==> src/rrs_pkg.sv <==
// Shared types and constants of the round-robin schedule simulator.
package rrs_pkg;

  localparam int MAX_PROCS  = 16;
  localparam int IDX_W      = $clog2(MAX_PROCS);
  localparam int CNT_W      = $clog2(MAX_PROCS + 1);
  localparam int DATA_W     = 16;
  localparam int TIME_W     = 21;
  localparam int SUM_W      = 25;
  localparam int OUT_IDX_W  = 4;
  localparam int ENTRY_W    = 3 * DATA_W;
  localparam int IN_TDATA_W = 2 * DATA_W;
  localparam int RES_W      = OUT_IDX_W + DATA_W + 3 * TIME_W + 2 * SUM_W;
  localparam int OUT_TDATA_W = ((RES_W + 7) / 8) * 8;

  localparam int APB_ADDR_W = 2;
  localparam int APB_DATA_W = 32;
  localparam logic [APB_ADDR_W-1:0] REG_QUANTUM_ADDR = 2'd0;
  localparam logic [DATA_W-1:0]     QUANTUM_RESET    = 16'd4;

  // One table entry as held in the job RAM.
  typedef struct packed {
    logic [DATA_W-1:0] remaining;
    logic [DATA_W-1:0] burst;
    logic [DATA_W-1:0] arrival;
  } entry_t;

  // One completion record; the last member lands in the lowest bits.
  typedef struct packed {
    logic [SUM_W-1:0]     sum_turnaround;
    logic [SUM_W-1:0]     sum_waiting;
    logic [TIME_W-1:0]    waiting;
    logic [TIME_W-1:0]    turnaround;
    logic [TIME_W-1:0]    finish_time;
    logic [DATA_W-1:0]    job_burst;
    logic [OUT_IDX_W-1:0] job_index;
  } result_t;

  // Commands from the sequencer to the datapath.
  typedef struct packed {
    logic load;
    logic start;
    logic rd_cur;
    logic exec;
    logic advance;
    logic fin;
  } cmd_t;

  // Status from the datapath to the sequencer.
  typedef struct packed {
    logic job_done;
    logic last_left;
    logic out_free;
  } status_t;

endpackage

==> src/rrs_ram.sv <==
// Generic single-write, single-read RAM with registered read data.
module rrs_ram #(
  parameter int WIDTH = 8,
  parameter int DEPTH = 16
) (
  input  logic                     clk_i,
  input  logic                     we_i,
  input  logic [$clog2(DEPTH)-1:0] waddr_i,
  input  logic [WIDTH-1:0]         wdata_i,
  input  logic [$clog2(DEPTH)-1:0] raddr_i,
  output logic [WIDTH-1:0]         rdata_o
);

  logic [WIDTH-1:0] mem_q [DEPTH];
  logic [WIDTH-1:0] rdata_q;

  always_ff @(posedge clk_i) begin
    if (we_i) begin
      mem_q[waddr_i] <= wdata_i;
    end
    rdata_q <= mem_q[raddr_i];
  end

  assign rdata_o = rdata_q;

endmodule

==> src/rrs_ctrl.sv <==
// Sequencer that loads jobs and steps the round-robin walk.
module rrs_ctrl (
  input  logic            clk_i,
  input  logic            rst_ni,
  input  logic            in_valid_i,
  input  logic            in_last_i,
  output logic            in_ready_o,
  input  rrs_pkg::status_t sts_i,
  output rrs_pkg::cmd_t    cmd_o
);
  import rrs_pkg::*;

  typedef enum logic [2:0] {
    ST_LOAD,
    ST_READ,
    ST_EXEC,
    ST_NEXT,
    ST_FIN
  } state_e;

  state_e state_q, state_d;

  always_comb begin
    state_d    = state_q;
    cmd_o      = '0;
    in_ready_o = 1'b0;
    case (state_q)
      ST_LOAD: begin
        in_ready_o = 1'b1;
        if (in_valid_i) begin
          cmd_o.load = 1'b1;
          if (in_last_i) begin
            cmd_o.start = 1'b1;
            state_d     = ST_READ;
          end
        end
      end
      ST_READ: begin
        cmd_o.rd_cur = 1'b1;
        state_d      = ST_EXEC;
      end
      ST_EXEC: begin
        cmd_o.exec = 1'b1;
        state_d    = ST_NEXT;
      end
      ST_NEXT: begin
        cmd_o.advance = 1'b1;
        state_d       = sts_i.job_done ? ST_FIN : ST_READ;
      end
      ST_FIN: begin
        if (sts_i.out_free) begin
          cmd_o.fin = 1'b1;
          state_d   = sts_i.last_left ? ST_LOAD : ST_READ;
        end
      end
      default: begin
        state_d = ST_LOAD;
      end
    endcase
  end

  always_ff @(posedge clk_i or negedge rst_ni) begin
    if (!rst_ni) begin
      state_q <= ST_LOAD;
    end else begin
      state_q <= state_d;
    end
  end

endmodule

==> src/rrs_dp.sv <==
// Datapath: job RAM, pending bits, simulated clock, cursor and result stage.
module rrs_dp (
  input  logic                          clk_i,
  input  logic                          rst_ni,
  input  rrs_pkg::cmd_t                 cmd_i,
  output rrs_pkg::status_t              sts_o,
  input  logic [rrs_pkg::DATA_W-1:0]    quantum_i,
  input  logic [rrs_pkg::DATA_W-1:0]    in_arrival_i,
  input  logic [rrs_pkg::DATA_W-1:0]    in_burst_i,
  output logic                          out_valid_o,
  input  logic                          out_ready_i,
  output rrs_pkg::result_t              out_res_o,
  output logic                          out_final_o
);
  import rrs_pkg::*;

  logic [CNT_W-1:0]     loaded_q, loaded_d, loaded_inc;
  logic [CNT_W-1:0]     n_q, n_d;
  logic [CNT_W-1:0]     left_q, left_d;
  logic [IDX_W-1:0]     cursor_q, cursor_d, cursor_nxt;
  logic [IDX_W-1:0]     idx_q, idx_d;
  logic [TIME_W-1:0]    time_q, time_d;
  logic [TIME_W-1:0]    turn_q, turn_d;
  logic [DATA_W-1:0]    arr_q, arr_d, bur_q, bur_d;
  logic [SUM_W-1:0]     wsum_q, wsum_d, tsum_q, tsum_d;
  logic [MAX_PROCS-1:0] pend_q, pend_d;
  logic                 ran_q, ran_d, done_q, done_d;
  logic                 out_valid_q, out_valid_d, out_final_q, out_final_d;
  result_t              out_res_q, out_res_d;

  logic                 ram_we;
  logic [IDX_W-1:0]     ram_waddr, ram_raddr;
  entry_t               ram_wdata, rd;

  logic [DATA_W-1:0]    q_eff, slice, rem_new;
  logic [TIME_W-1:0]    t_start, wait_val;
  logic                 loaded_room, out_free, at_last;

  assign loaded_room = (loaded_q < CNT_W'(MAX_PROCS));
  assign loaded_inc  = loaded_room ? loaded_q + CNT_W'(1) : loaded_q;
  assign q_eff       = (quantum_i == '0) ? DATA_W'(1) : quantum_i;
  assign slice       = (rd.remaining < q_eff) ? rd.remaining : q_eff;
  assign rem_new     = rd.remaining - slice;
  assign t_start     = (TIME_W'(rd.arrival) > time_q) ? TIME_W'(rd.arrival) : time_q;
  assign cursor_nxt  = cursor_q + IDX_W'(1);
  assign at_last     = ({1'b0, cursor_q} == n_q - CNT_W'(1));
  assign wait_val    = turn_q - TIME_W'(bur_q);
  assign out_free    = !out_valid_q || out_ready_i;

  // RAM write: table fill during loading, remaining work during a visit.
  always_comb begin
    ram_we    = 1'b0;
    ram_waddr = cursor_q;
    ram_wdata = rd;
    ram_raddr = cursor_q;
    if (cmd_i.load) begin
      ram_we    = loaded_room;
      ram_waddr = loaded_q[IDX_W-1:0];
      ram_wdata = '{remaining: in_burst_i, burst: in_burst_i, arrival: in_arrival_i};
    end else if (cmd_i.exec) begin
      ram_we              = pend_q[cursor_q];
      ram_wdata.remaining = rem_new;
      // Fetch the following entry to decide where the cursor goes.
      ram_raddr           = cursor_nxt;
    end
  end

  rrs_ram #(
    .WIDTH (ENTRY_W),
    .DEPTH (MAX_PROCS)
  ) u_job_ram (
    .clk_i   (clk_i),
    .we_i    (ram_we),
    .waddr_i (ram_waddr),
    .wdata_i (ram_wdata),
    .raddr_i (ram_raddr),
    .rdata_o (rd)
  );

  always_comb begin
    loaded_d    = loaded_q;
    n_d         = n_q;
    left_d      = left_q;
    cursor_d    = cursor_q;
    idx_d       = idx_q;
    time_d      = time_q;
    turn_d      = turn_q;
    arr_d       = arr_q;
    bur_d       = bur_q;
    wsum_d      = wsum_q;
    tsum_d      = tsum_q;
    pend_d      = pend_q;
    ran_d       = ran_q;
    done_d      = done_q;
    out_valid_d = out_valid_q && !out_ready_i;
    out_final_d = out_final_q;
    out_res_d   = out_res_q;

    if (cmd_i.load) begin
      loaded_d = loaded_inc;
      if (loaded_room) begin
        pend_d[loaded_q[IDX_W-1:0]] = 1'b1;
      end
      if (cmd_i.start) begin
        loaded_d = '0;
        n_d      = loaded_inc;
        left_d   = loaded_inc;
        cursor_d = '0;
        time_d   = '0;
        wsum_d   = '0;
        tsum_d   = '0;
        ran_d    = 1'b0;
      end
    end

    if (cmd_i.exec) begin
      done_d = 1'b0;
      idx_d  = cursor_q;
      arr_d  = rd.arrival;
      bur_d  = rd.burst;
      if (pend_q[cursor_q]) begin
        time_d = t_start + TIME_W'(slice);
        ran_d  = 1'b1;
        if (rem_new == '0) begin
          pend_d[cursor_q] = 1'b0;
          done_d           = 1'b1;
        end
      end
    end

    if (cmd_i.advance) begin
      turn_d = time_q - TIME_W'(arr_q);
      // An idle pass steps forward so time can jump to the next arrival.
      if (at_last) begin
        cursor_d = '0;
        ran_d    = 1'b0;
      end else if (TIME_W'(rd.arrival) <= time_q) begin
        cursor_d = cursor_nxt;
      end else if (ran_q) begin
        cursor_d = '0;
        ran_d    = 1'b0;
      end else begin
        cursor_d = cursor_nxt;
      end
    end

    if (cmd_i.fin) begin
      left_d      = left_q - CNT_W'(1);
      wsum_d      = wsum_q + SUM_W'(wait_val);
      tsum_d      = tsum_q + SUM_W'(turn_q);
      done_d      = 1'b0;
      out_valid_d = 1'b1;
      out_final_d = (left_q == CNT_W'(1));
      out_res_d   = '{sum_turnaround: tsum_q + SUM_W'(turn_q),
                      sum_waiting:    wsum_q + SUM_W'(wait_val),
                      waiting:        wait_val,
                      turnaround:     turn_q,
                      finish_time:    time_q,
                      job_burst:      bur_q,
                      job_index:      OUT_IDX_W'(idx_q)};
    end
  end

  always_ff @(posedge clk_i or negedge rst_ni) begin
    if (!rst_ni) begin
      loaded_q    <= '0;
      n_q         <= '0;
      left_q      <= '0;
      cursor_q    <= '0;
      time_q      <= '0;
      wsum_q      <= '0;
      tsum_q      <= '0;
      pend_q      <= '0;
      ran_q       <= 1'b0;
      done_q      <= 1'b0;
      out_valid_q <= 1'b0;
      out_final_q <= 1'b0;
    end else begin
      loaded_q    <= loaded_d;
      n_q         <= n_d;
      left_q      <= left_d;
      cursor_q    <= cursor_d;
      time_q      <= time_d;
      wsum_q      <= wsum_d;
      tsum_q      <= tsum_d;
      pend_q      <= pend_d;
      ran_q       <= ran_d;
      done_q      <= done_d;
      out_valid_q <= out_valid_d;
      out_final_q <= out_final_d;
    end
  end

  always_ff @(posedge clk_i) begin
    idx_q     <= idx_d;
    turn_q    <= turn_d;
    arr_q     <= arr_d;
    bur_q     <= bur_d;
    out_res_q <= out_res_d;
  end

  assign sts_o.job_done  = done_q;
  assign sts_o.last_left = (left_q == CNT_W'(1));
  assign sts_o.out_free  = out_free;

  assign out_valid_o = out_valid_q;
  assign out_res_o   = out_res_q;
  assign out_final_o = out_final_q;

  a_left_bounded: assert property (@(posedge clk_i) disable iff (!rst_ni)
    left_q <= n_q)
    else $error("jobs left exceeds jobs in the set");

  a_cursor_in_set: assert property (@(posedge clk_i) disable iff (!rst_ni)
    (left_q != '0) |-> ({1'b0, cursor_q} < n_q))
    else $error("cursor outside the loaded set");

  a_start_clears: assert property (@(posedge clk_i) disable iff (!rst_ni)
    cmd_i.start |=> (cursor_q == '0 && time_q == '0 && loaded_q == '0))
    else $error("simulation start did not clear the walk state");

  a_read_in_walk: assert property (@(posedge clk_i) disable iff (!rst_ni)
    cmd_i.rd_cur |-> (left_q != '0))
    else $error("job fetch outside a walk");

  a_fin_has_slot: assert property (@(posedge clk_i) disable iff (!rst_ni)
    cmd_i.fin |-> (done_q && out_free))
    else $error("result issued without a completed job or a free slot");

  a_final_empties: assert property (@(posedge clk_i) disable iff (!rst_ni)
    (cmd_i.fin && left_q == CNT_W'(1)) |=> (left_q == '0 && pend_q == '0))
    else $error("last result issued with jobs still pending");

endmodule

==> src/round_robin_schedule_sim_core.sv <==
// Top level of the round-robin schedule simulator with its register port.
//
// Jobs enter on the s_axis channel, one request per cycle while s_axis_tready
// is high: tdata carries the arrival tick and the burst length, tlast marks
// the final job of a set. Up to MAX_PROCS jobs are kept; further jobs of a
// set are dropped. The request with tlast set starts the walk, and
// s_axis_tready stays low until the last completion of the set has been
// handed to the output register. Each visit to a job fetches its entry,
// runs a slice and fetches the following entry to move the cursor, and each
// completed job then issues its result; the single-port read of the job RAM
// sets this pace. Results leave on m_axis in completion order, tlast set on
// the last result of the set. A stalled m_axis_tready holds the walk at the
// next completion.
// Reset empties the job table, clears the totals and sets the quantum
// register (byte address 0) to 4; a quantum of 0 acts as 1.
module round_robin_schedule_sim_core (
  input  logic                               clk_i,
  input  logic                               rst_ni,
  // APB register port
  input  logic                               psel,
  input  logic                               penable,
  input  logic                               pwrite,
  input  logic [rrs_pkg::APB_ADDR_W-1:0]     paddr,
  input  logic [rrs_pkg::APB_DATA_W-1:0]     pwdata,
  output logic [rrs_pkg::APB_DATA_W-1:0]     prdata,
  output logic                               pready,
  // Job requests
  input  logic                               s_axis_tvalid,
  output logic                               s_axis_tready,
  input  logic [rrs_pkg::IN_TDATA_W-1:0]     s_axis_tdata,  // arrival_time, burst_time
  input  logic                               s_axis_tlast,  // last_job
  // Completion results
  output logic                               m_axis_tvalid,
  input  logic                               m_axis_tready,
  // job_index, job_burst, finish_time, turnaround, waiting, sum_waiting,
  // sum_turnaround, zero fill
  output logic [rrs_pkg::OUT_TDATA_W-1:0]    m_axis_tdata,
  output logic                               m_axis_tlast   // final_result
);
  import rrs_pkg::*;

  logic [DATA_W-1:0] quantum_q, quantum_d;
  cmd_t              cmd;
  status_t           sts;
  result_t           res;
  logic              in_ready;

  assign pready = 1'b1;

  always_comb begin
    quantum_d = quantum_q;
    if (psel && penable && pwrite && pready && (paddr == REG_QUANTUM_ADDR)) begin
      quantum_d = pwdata[DATA_W-1:0];
    end
  end

  always_ff @(posedge clk_i or negedge rst_ni) begin
    if (!rst_ni) begin
      quantum_q <= QUANTUM_RESET;
    end else begin
      quantum_q <= quantum_d;
    end
  end

  assign prdata = (paddr == REG_QUANTUM_ADDR) ? APB_DATA_W'(quantum_q) : '0;

  rrs_ctrl u_ctrl (
    .clk_i      (clk_i),
    .rst_ni     (rst_ni),
    .in_valid_i (s_axis_tvalid),
    .in_last_i  (s_axis_tlast),
    .in_ready_o (in_ready),
    .sts_i      (sts),
    .cmd_o      (cmd)
  );

  rrs_dp u_dp (
    .clk_i        (clk_i),
    .rst_ni       (rst_ni),
    .cmd_i        (cmd),
    .sts_o        (sts),
    .quantum_i    (quantum_q),
    .in_arrival_i (s_axis_tdata[DATA_W-1:0]),
    .in_burst_i   (s_axis_tdata[2*DATA_W-1:DATA_W]),
    .out_valid_o  (m_axis_tvalid),
    .out_ready_i  (m_axis_tready),
    .out_res_o    (res),
    .out_final_o  (m_axis_tlast)
  );

  assign s_axis_tready = in_ready;
  assign m_axis_tdata  = OUT_TDATA_W'(res);

endmodule
==> config.mk <==
export PLATFORM = sky130hd
export DESIGN_NAME = round_robin_schedule_sim_core
export DESIGN_NICKNAME = d
export VERILOG_FILES = /design/src/rrs_pkg.sv /design/src/rrs_ram.sv /design/src/rrs_ctrl.sv /design/src/rrs_dp.sv /design/src/round_robin_schedule_sim_core.sv
export SDC_FILE = /design/constraint.sdc
export NUM_CORES = 1
export LEC_CHECK = 0
export BUFFER_PORTS_ARGS = -buffer_cell sky130_fd_sc_hd__buf_2
export CAP_MARGIN = 40
export CORE_MARGIN = 2
export CORE_UTILIZATION = 30
export CTS_BUF_LIST = sky130_fd_sc_hd__clkbuf_16
export CTS_CLUSTER_DIAMETER = 100
export DETAILED_ROUTE_END_ITERATION = 10
export REMOVE_ABC_BUFFERS = 1
export SLEW_MARGIN = 5
export SYNTH_ARGS = -nofsm -noshare
export SYNTH_HDL_FRONTEND = slang
export SYNTH_SLANG_ARGS = --single-unit
==> constraint.sdc <==
create_clock -name clk_i -period 15.15 [get_ports clk_i]
set_clock_uncertainty 0.2 [all_clocks]
set_input_delay 1.515 -clock clk_i [delete_from_list [all_inputs] [get_ports clk_i]]
set_output_delay 1.515 -clock clk_i [all_outputs]
set_load 0.03 [all_outputs]
==> impl_results.md, run 1 <==
* Status: complete, no violations
* Post-CTS setup buffers at 0
* Initial antenna violation count at 14
* Cells after DPL at between 5000 and 6000
* EDFF count, synth at 958
* CTS Buf Count at 110
* Req. time, crit path at 15.31 ns
* FF+latch count, synth at ~1100
* Final WL at 127.1 mm
* Die Y at 406.6 um
* GR Layer Usage met3 at 0.03384
* Logic pwr share at 0.421
* Predominant post-synthesis flop cell: edfxtp_1
* Slew margin rel. at 0.3330
* Mean Syn Cell Area at 16.37 sq um
* Worst Setup Path Type: flop to flop
* Bufs on Longest Clock Path at 3
* Asr flop ratio synth at 0.1137
* PD cells at 234.1 mW/mm^2
* LEAKAGE at 20.59 nW
* Ys Warns at 0
* # Max-Cap Violations at 0
* Routed len/inst at between 20 and 25 um
* Top cell type's share of synthesized area at 0.5915
* Sink Count at 1135
* Sequential group share of total power at 0.359
* Final Cycle Share at 0.4465
* Net Sw Frac at 0.3563
* Fmax at 147.8 MHz
* Layout area overhead at 17.02%
* Drt drc at 0
* GR peak layer: met2
* CTS tree: built
* GRT Overall Usage at 0.1519
* Post-layout min period at about 6.8 ns
* Clock insertion delay at the later pin of the skew report at 0.72 ns
* Dpl hpwl at 81.58 mm
* Initial DRT Pass Iterations at 5
* Sequential area share after synthesis at 0.6777
* IR Drop Worst-Case VDD at 0.2886 mV
* Synth top area cells: edfxtp_1 59%, mux4_2 11%, dfrtp_1 6.6%, ha_1 3.6%, dfxtp_1 2.0%
* Core ar. at about 0.16 sq mm
* Post-CTS resize count at 0
* RSZ-0062 raised after global routing: no
* First-pass GRT wire length at 183.5 mm
* Cells after Synth at roughly 3000
* Clock share of power at 0.220
* Synth area leader: edfxtp_1
* Vias in the first global route at 26612
* I/O pin cnt at 246
* Via count at 27334
* Post-synth cell types at 89
* Reg clk slew, reported paths at 0.06 ns
* Final ANT Viol Nets at 0
* Final Max Slew Viols at 0
* Layout cell share with drive strength beyond 1 at 0.2326
* Grt total ovfl at 0
* Final Non-Filler Cells at 5508
* Floorplan row count at between 100 and 150
* P_int at between 8 and 9 mW
* Die W at 406.6 um
* Critical Path Start Type: flop
* Routed vias/inst at 4.963
* Critical path arrival at 6.93 ns
* Post-Synthesis Cell Area at ~0.05 sq mm
* Net Switching at around 4.7 mW
* DIE AREA at 0.1653 sq mm
* NumNets Final at 3470
* Gpl congestion at between 0.7 and 0.8
* Crit. End Element: flop
* DR iter-0 viols at between 2000 and 3000
* Final setup vio count at 0
* # hold bufs at CTS at 0
* Worst Tran Pin Value at between 1 and 1.5 ns
* Crit Path Max Fanout at 33
* Final Hold Vio Count at 0
* Final Hold Slack at 0.2202 ns
* H-Tree Depth at 3
* M2 GR Usage at 0.2365
* Pwr Total at between 10 and 15 mW
* Met1 Use GR at 0.2145
* Worst min path class: flop to flop
* Pin count of the biggest net entering global routing at 134
* Root buf cell: clkbuf_16
* IO buf count at between 200 and 250
* Initial Util at 0.3025
-- worst max-delay path, cell delays in order (launching register included) --
cell	delay (ns)
dfrtp_1	0.51
nor4_1	0.71
a41oi_1	0.38
a21oi_1	0.45
o211ai_4	0.10
buf_4	0.30
mux2_2	0.39
inv_1	0.11
ha_1	0.28
nor2b_1	0.11
o21ai_0	0.10
nor2b_1	0.20
a211oi_1	0.20
a21oi_1	0.10
a22oi_1	0.25
o21ai_1	0.12
a211oi_1	0.40
o2111a_1	0.24
a211o_1	0.71
a21o_1	0.26
nand2_1	0.28
-- cell usage in the layout, fill, tap and decap left out, drive strengths merged, types with 22 or more instances in the layout --
cell type and instances:
a21oi 98, o21ai 120, clkinv 49, dfrtp 128
bufinv 22, nor3 43, a22o 46, dfxtp 48
mux4 245, mux2i 27, buf 290, clkbuf 111
edfxtp 958, ha 140, xor2 30, nand2 210
a21o 32, nand3 47, inv 165, and3 35
a31oi 38, nor2 92, xnor2 74
-- power by group through the flow --
| stage | Clock, mW | Sequential, mW | Combinational, mW |
|---|---|---|---|
| after floorplan | 0 | 4.67 | 5.03 |
| after global placement | 0 | 4.84 | 5.48 |
| after detailed placement | 0 | 4.85 | 5.63 |
| after CTS | 2.98 | 4.78 | 5.66 |
| after global routing | 3.10 | 4.82 | 6.18 |
| final | 2.93 | 4.78 | 5.62 |
-- final timing paths --
kind / startpoint / end / slack (ns) / cells past startpoint
worst max-delay path: quantum_q[3] / u_dp.u_job_ram.mem_q[14][47] / 8.39 / 20
max in group asynchronous: rst_ni / quantum_q[2] / 12.97 / 3
worst min register to register: u_dp.idx_q[0] / u_dp.out_res_o[0] / 0.22 / 0
min in group asynchronous: rst_ni / u_dp.wsum_q[0] / 0.59 / 1
worst max register to register: quantum_q[3] / u_dp.u_job_ram.mem_q[14][47] / 8.39 / 20
worst min-delay path: u_dp.idx_q[0] / u_dp.out_res_o[0] / 0.22 / 0
-- cell usage after synthesis, drive strengths merged (27+ instances only) --
cell / number
a21o: 32
a21oi: 98
a22o: 46
a31oi: 38
and3: 35
buf: 52
clkbuf: 88
dfrtp: 128
dfxtp: 48
edfxtp: 958
ha: 140
inv: 147
mux2i: 27
mux4: 245
nand2: 210
nand3: 47
nor2: 92
nor3: 43
o21ai: 120
xnor2: 74
xor2: 30
-- sequential cells by signal (all words and copies together) (netlist names), 21 cells and up --
| register | count |
|---|---|
| u_dp.wsum_q | 25 |
| u_dp.u_job_ram.rdata_o | 48 |
| u_dp.time_q | 21 |
| u_dp.turn_q | 21 |
| u_dp.u_job_ram.mem_q | 768 |
| u_dp.tsum_q | 25 |
| u_dp.out_res_o | 133 |
-- per-layer routing --
layer / wire length [um] / part of all wire
met1: 55860 / 0.44
met2: 58310 / 0.46
met3: 9867 / 0.078
met4: 2895 / 0.023
met5: 122 / 0.00096
-- final cells by class --
class                           count  area, sq um
Fill cell                       15174       103800
Sequential cell                  1135        32960
Multi-Input combinational cell   1566        14760
Clock buffer                      111         2778
Tap cell                         2160         2703
Timing Repair Buffer              290         2048
Clock inverter                     96         1099
Inverter                          147        559.3
Antenna cell                        3        7.507
-- cells by family (layout without fill, tap and decap cells) --
family	Yosys count	count (layout)	share of synthesized area
AOI/OAI and AO/OA	459	459	0.06262
xor gates and xnor gates	104	104	0.01912
adders and majority gates	150	150	0.03934
buffers and inverters	287	644	0.02406
DFF	1135	1135	0.6777
muxes	293	293	0.1244
other	2	23	0.0001544
and+or+nand+nor	540	540	0.05266
-- through the flow --
| stage | TNS (ns) | instance area [sq um] | setup WS [ns] | utilization |
|---|---|---|---|---|
| CTS | 0 | 56900 | 8.404 | 0.3540 |
| finish | 0 | 56910 | 8.385 | 0.3540 |
| detailed placement | 0 | 53030 | 8.434 | 0.3299 |
| global route | 0 | 56910 | 8.076 | 0.3540 |
| floorplan | -279.65 | 48080 | -5.826 | - |
| global placement | 0 | 52450 | 8.565 | 0.3263 |
Note: power is estimated with default switching activity, not from simulation.
==> run 2: changes to the inputs <==
==> constraint.sdc (replaced) <==
create_clock -name clk_i -period 5.7 [get_ports clk_i]
set_clock_uncertainty 0.2 [all_clocks]
set_input_delay 0.57 -clock clk_i [delete_from_list [all_inputs] [get_ports clk_i]]
set_output_delay 0.57 -clock clk_i [all_outputs]
set_load 0.03 [all_outputs]
==> impl_results.md, run 2 (synthesized netlist as in run 1, its figures left out) <==
* Status: complete, no violations (unchanged)
* Layout cell share with drive strength beyond 1 at 0.2344 (was 0.2326)
* Gpl congestion at 0.8233 (was 0.7913)
* Dpl hpwl at 84.18 mm (was 81.58 mm)
* Final setup vio count at 0 (unchanged)
* Worst Setup Path Type: flop to flop (unchanged)
* Req. time, crit path at 5.93 ns (was 15.31 ns)
* Reg clk slew, reported paths at 0.06 ns (about the same)
* H-Tree Depth at 3 (unchanged)
* Floorplan row count at 147 (unchanged)
* DIE AREA at 0.1653 sq mm (unchanged)
* Final WL at 128.2 mm (was 127.1 mm)
* Drt drc at 0 (unchanged)
* Post-layout min period at 5.265 ns (was 6.765 ns)
* Die W at 406.6 um (unchanged)
* Routed vias/inst at 4.924 (was 4.963)
* IO buf count at 209 (unchanged)
* Worst Tran Pin Value at 0.8405 ns (was 1.001 ns)
* Bufs on Longest Clock Path at 3 (unchanged)
* First-pass GRT wire length at 185.7 mm (was 183.5 mm)
* Final Cycle Share at 0.9236 (was 0.4465)
* Most flops, register: u_dp.u_job_ram.mem_q (unchanged)
* NumNets Final at 3522 (was 3470)
* Most frequent cells in the layout: 958 x edfxtp_1, 245 x mux4_2, 208 x nand2_1, 208 x buf_2, 179 x inv_1 (was 958 x edfxtp_1, 245 x mux4_2, 209 x nand2_1, 208 x buf_2, 161 x inv_1)
* Root buf cell: clkbuf_16 (unchanged)
* PD cells at 615.2 mW/mm^2 (was 234.1 mW/mm^2)
* IR Drop Worst-Case VDD at 0.4281 mV (was 0.2886 mV)
* Slew margin rel. at 0.4384 (was 0.3330)
* I/O pin cnt at 246 (unchanged)
* Pin count of the biggest net entering global routing at 123 (was 134)
* Grt total ovfl at 0 (unchanged)
* DR iter-0 viols at 2859 (was 2573)
* Commonest non-fill, non-tap cell in the layout: edfxtp_1 (unchanged)
* LEAKAGE at 20.73 nW (was 20.59 nW)
* Layout area overhead at 17.21% (was 17.02%)
* Critical Path Start Type: flop (unchanged)
* Vias in the first global route at 26676 (was 26612)
* Critical path arrival at 5.49 ns (was 6.93 ns)
* Routed len/inst at 23.07 um (about the same)
* CTS Buf Count at 108 (was 110)
* Cells after DPL at 5331 (was 5298)
* Core ar. at 0.1608 sq mm (unchanged)
* CTS tree: built (unchanged)
* Fmax at 190.0 MHz (was 147.8 MHz)
* Worst min path class: input port to flop (was flop to flop)
* Via count at 27373 (was 27334)
* Final Non-Filler Cells at 5559 (was 5508)
* Crit Path Max Fanout at 4 (was 33)
* Initial antenna violation count at 22 (was 14)
* GRT Overall Usage at 0.1539 (was 0.1519)
* Final Hold Vio Count at 0 (unchanged)
* Final ANT Viol Nets at 0 (unchanged)
* Max FFs per register at 768 (unchanged)
* Crit. End Element: flop (unchanged)
* Die Y at 406.6 um (unchanged)
* Final Max Slew Viols at 0 (unchanged)
* Initial Util at 0.3025 (unchanged)
* Clock insertion delay at the later pin of the skew report at 0.71 ns (was 0.72 ns)
* Sink Count at 1135 (unchanged)
* Final Util at 0.3546 (was 0.3540)
* # Max-Cap Violations at 0 (unchanged)
* Initial DRT Pass Iterations at 5 (unchanged)
run 2: cell count changes in the layout (fill, tap and decap cells not counted), sizes merged:
cell,previous run,this run
clkinv,49,44
bufinv,22,8
inv,165,184
dlygate4sd3,0,18
buf,290,326
clkinvlp,7,5
clkbuf,111,110
run 2: worst max-delay path: stages, from the launching register on:
cell	delay (ns)
edfxtp_1	0.41
inv_1	0.08
ha_1	0.16
inv_1	0.06
fa_1	0.39
a21o_1	0.20
a21oi_1	0.21
o21ai_0	0.12
a21oi_1	0.20
o21ai_0	0.12
a21oi_1	0.25
o21bai_1	0.09
a21oi_1	0.22
o21ai_1	0.18
a211oi_2	0.31
o21ai_0	0.14
xnor2_1	0.27
ha_1	0.33
a21oi_2	0.19
o21ai_0	0.11
a31oi_1	0.26
o21ai_2	0.13
and3_1	0.23
xor2_1	0.14
run 2: worst paths after layout:
path                                 from  slack, ns  cells after the start                   to
setup / recovery           u_dp.turn_q[0]       0.44                     23  u_dp.out_res_o[106]
hold / removal              m_axis_tready       0.09                      3     u_dp.out_valid_o
setup reg to reg           u_dp.turn_q[0]       0.44                     23  u_dp.out_res_o[106]
hold reg to reg             u_dp.idx_q[0]       0.22                      0    u_dp.out_res_o[0]
max in group asynchronous          rst_ni       3.98                      3        quantum_q[15]
min in group asynchronous          rst_ni       0.16                      2       u_dp.wsum_q[0]
run 2: per-stage QoR:
| stage | worst slack [ns] | area, sq um | setup TNS (ns) | hold slack [ns] | total power, mW |
|---|---|---|---|---|---|
| final | 0.4355 | 57000 | 0 | 0.08663 | 35.06 |
| after global routing | -0.02022 | 56990 | -0.02022 | 0.07235 | 37.16 |
| after detailed placement | 0.07991 | 53310 | 0 | 0.2065 | 28.17 |
| after global placement | 0.06749 | 52900 | 0 | 0.2055 | 27.88 |
| after CTS | 0.04263 | 56930 | 0 | 0.01865 | 35.22 |
| after floorplan | -15.28 | 48080 | -1038.35 | 0.07441 | 22.26 |
run 2: cell type report:
type | count | area (sq um)
antenna | 3 | 7.507
clock buffer | 110 | 2753
clock inverter | 94 | 688.2
fill | 15219 | 103800
inverter | 147 | 559.3
multi-input combinational | 1566 | 14800
sequential | 1135 | 32960
tap | 2160 | 2703
timing repair buffer | 344 | 2534
run 2: metal layers:
| layer | GRT usage | routed length (um) | vias to the layer above | share of wire |
|---|---|---|---|---|
| li1 | - | - | 12256 | - |
| met1 | 0.2178 | 56440 | 13953 | 0.44 |
| met2 | 0.2339 | 57960 | 952 | 0.45 |
| met3 | 0.04152 | 10600 | 192 | 0.083 |
| met4 | 0.03834 | 3113 | 20 | 0.024 |
| met5 | 0 | 131 | - | 0.0010 |
run 2: timing repair:
item | in CTS | in global routing
endpoints found under the setup margin | 0 | 77
setup buffers | 0 | 3
endpoints found under the hold margin | 101 | 0
resized for setup | 0 | 13
hold buffers | 18 | 0
run 2: power breakdown:
group	total [mW]	switching, mW	leakage (nW)	internal (mW)
logic	15.4	8.67	8.16	6.71
clock network	7.01	3.14	1.79	3.87
registers	12.7	0.900	10.8	11.8
total	35.1	12.7	20.7	22.4
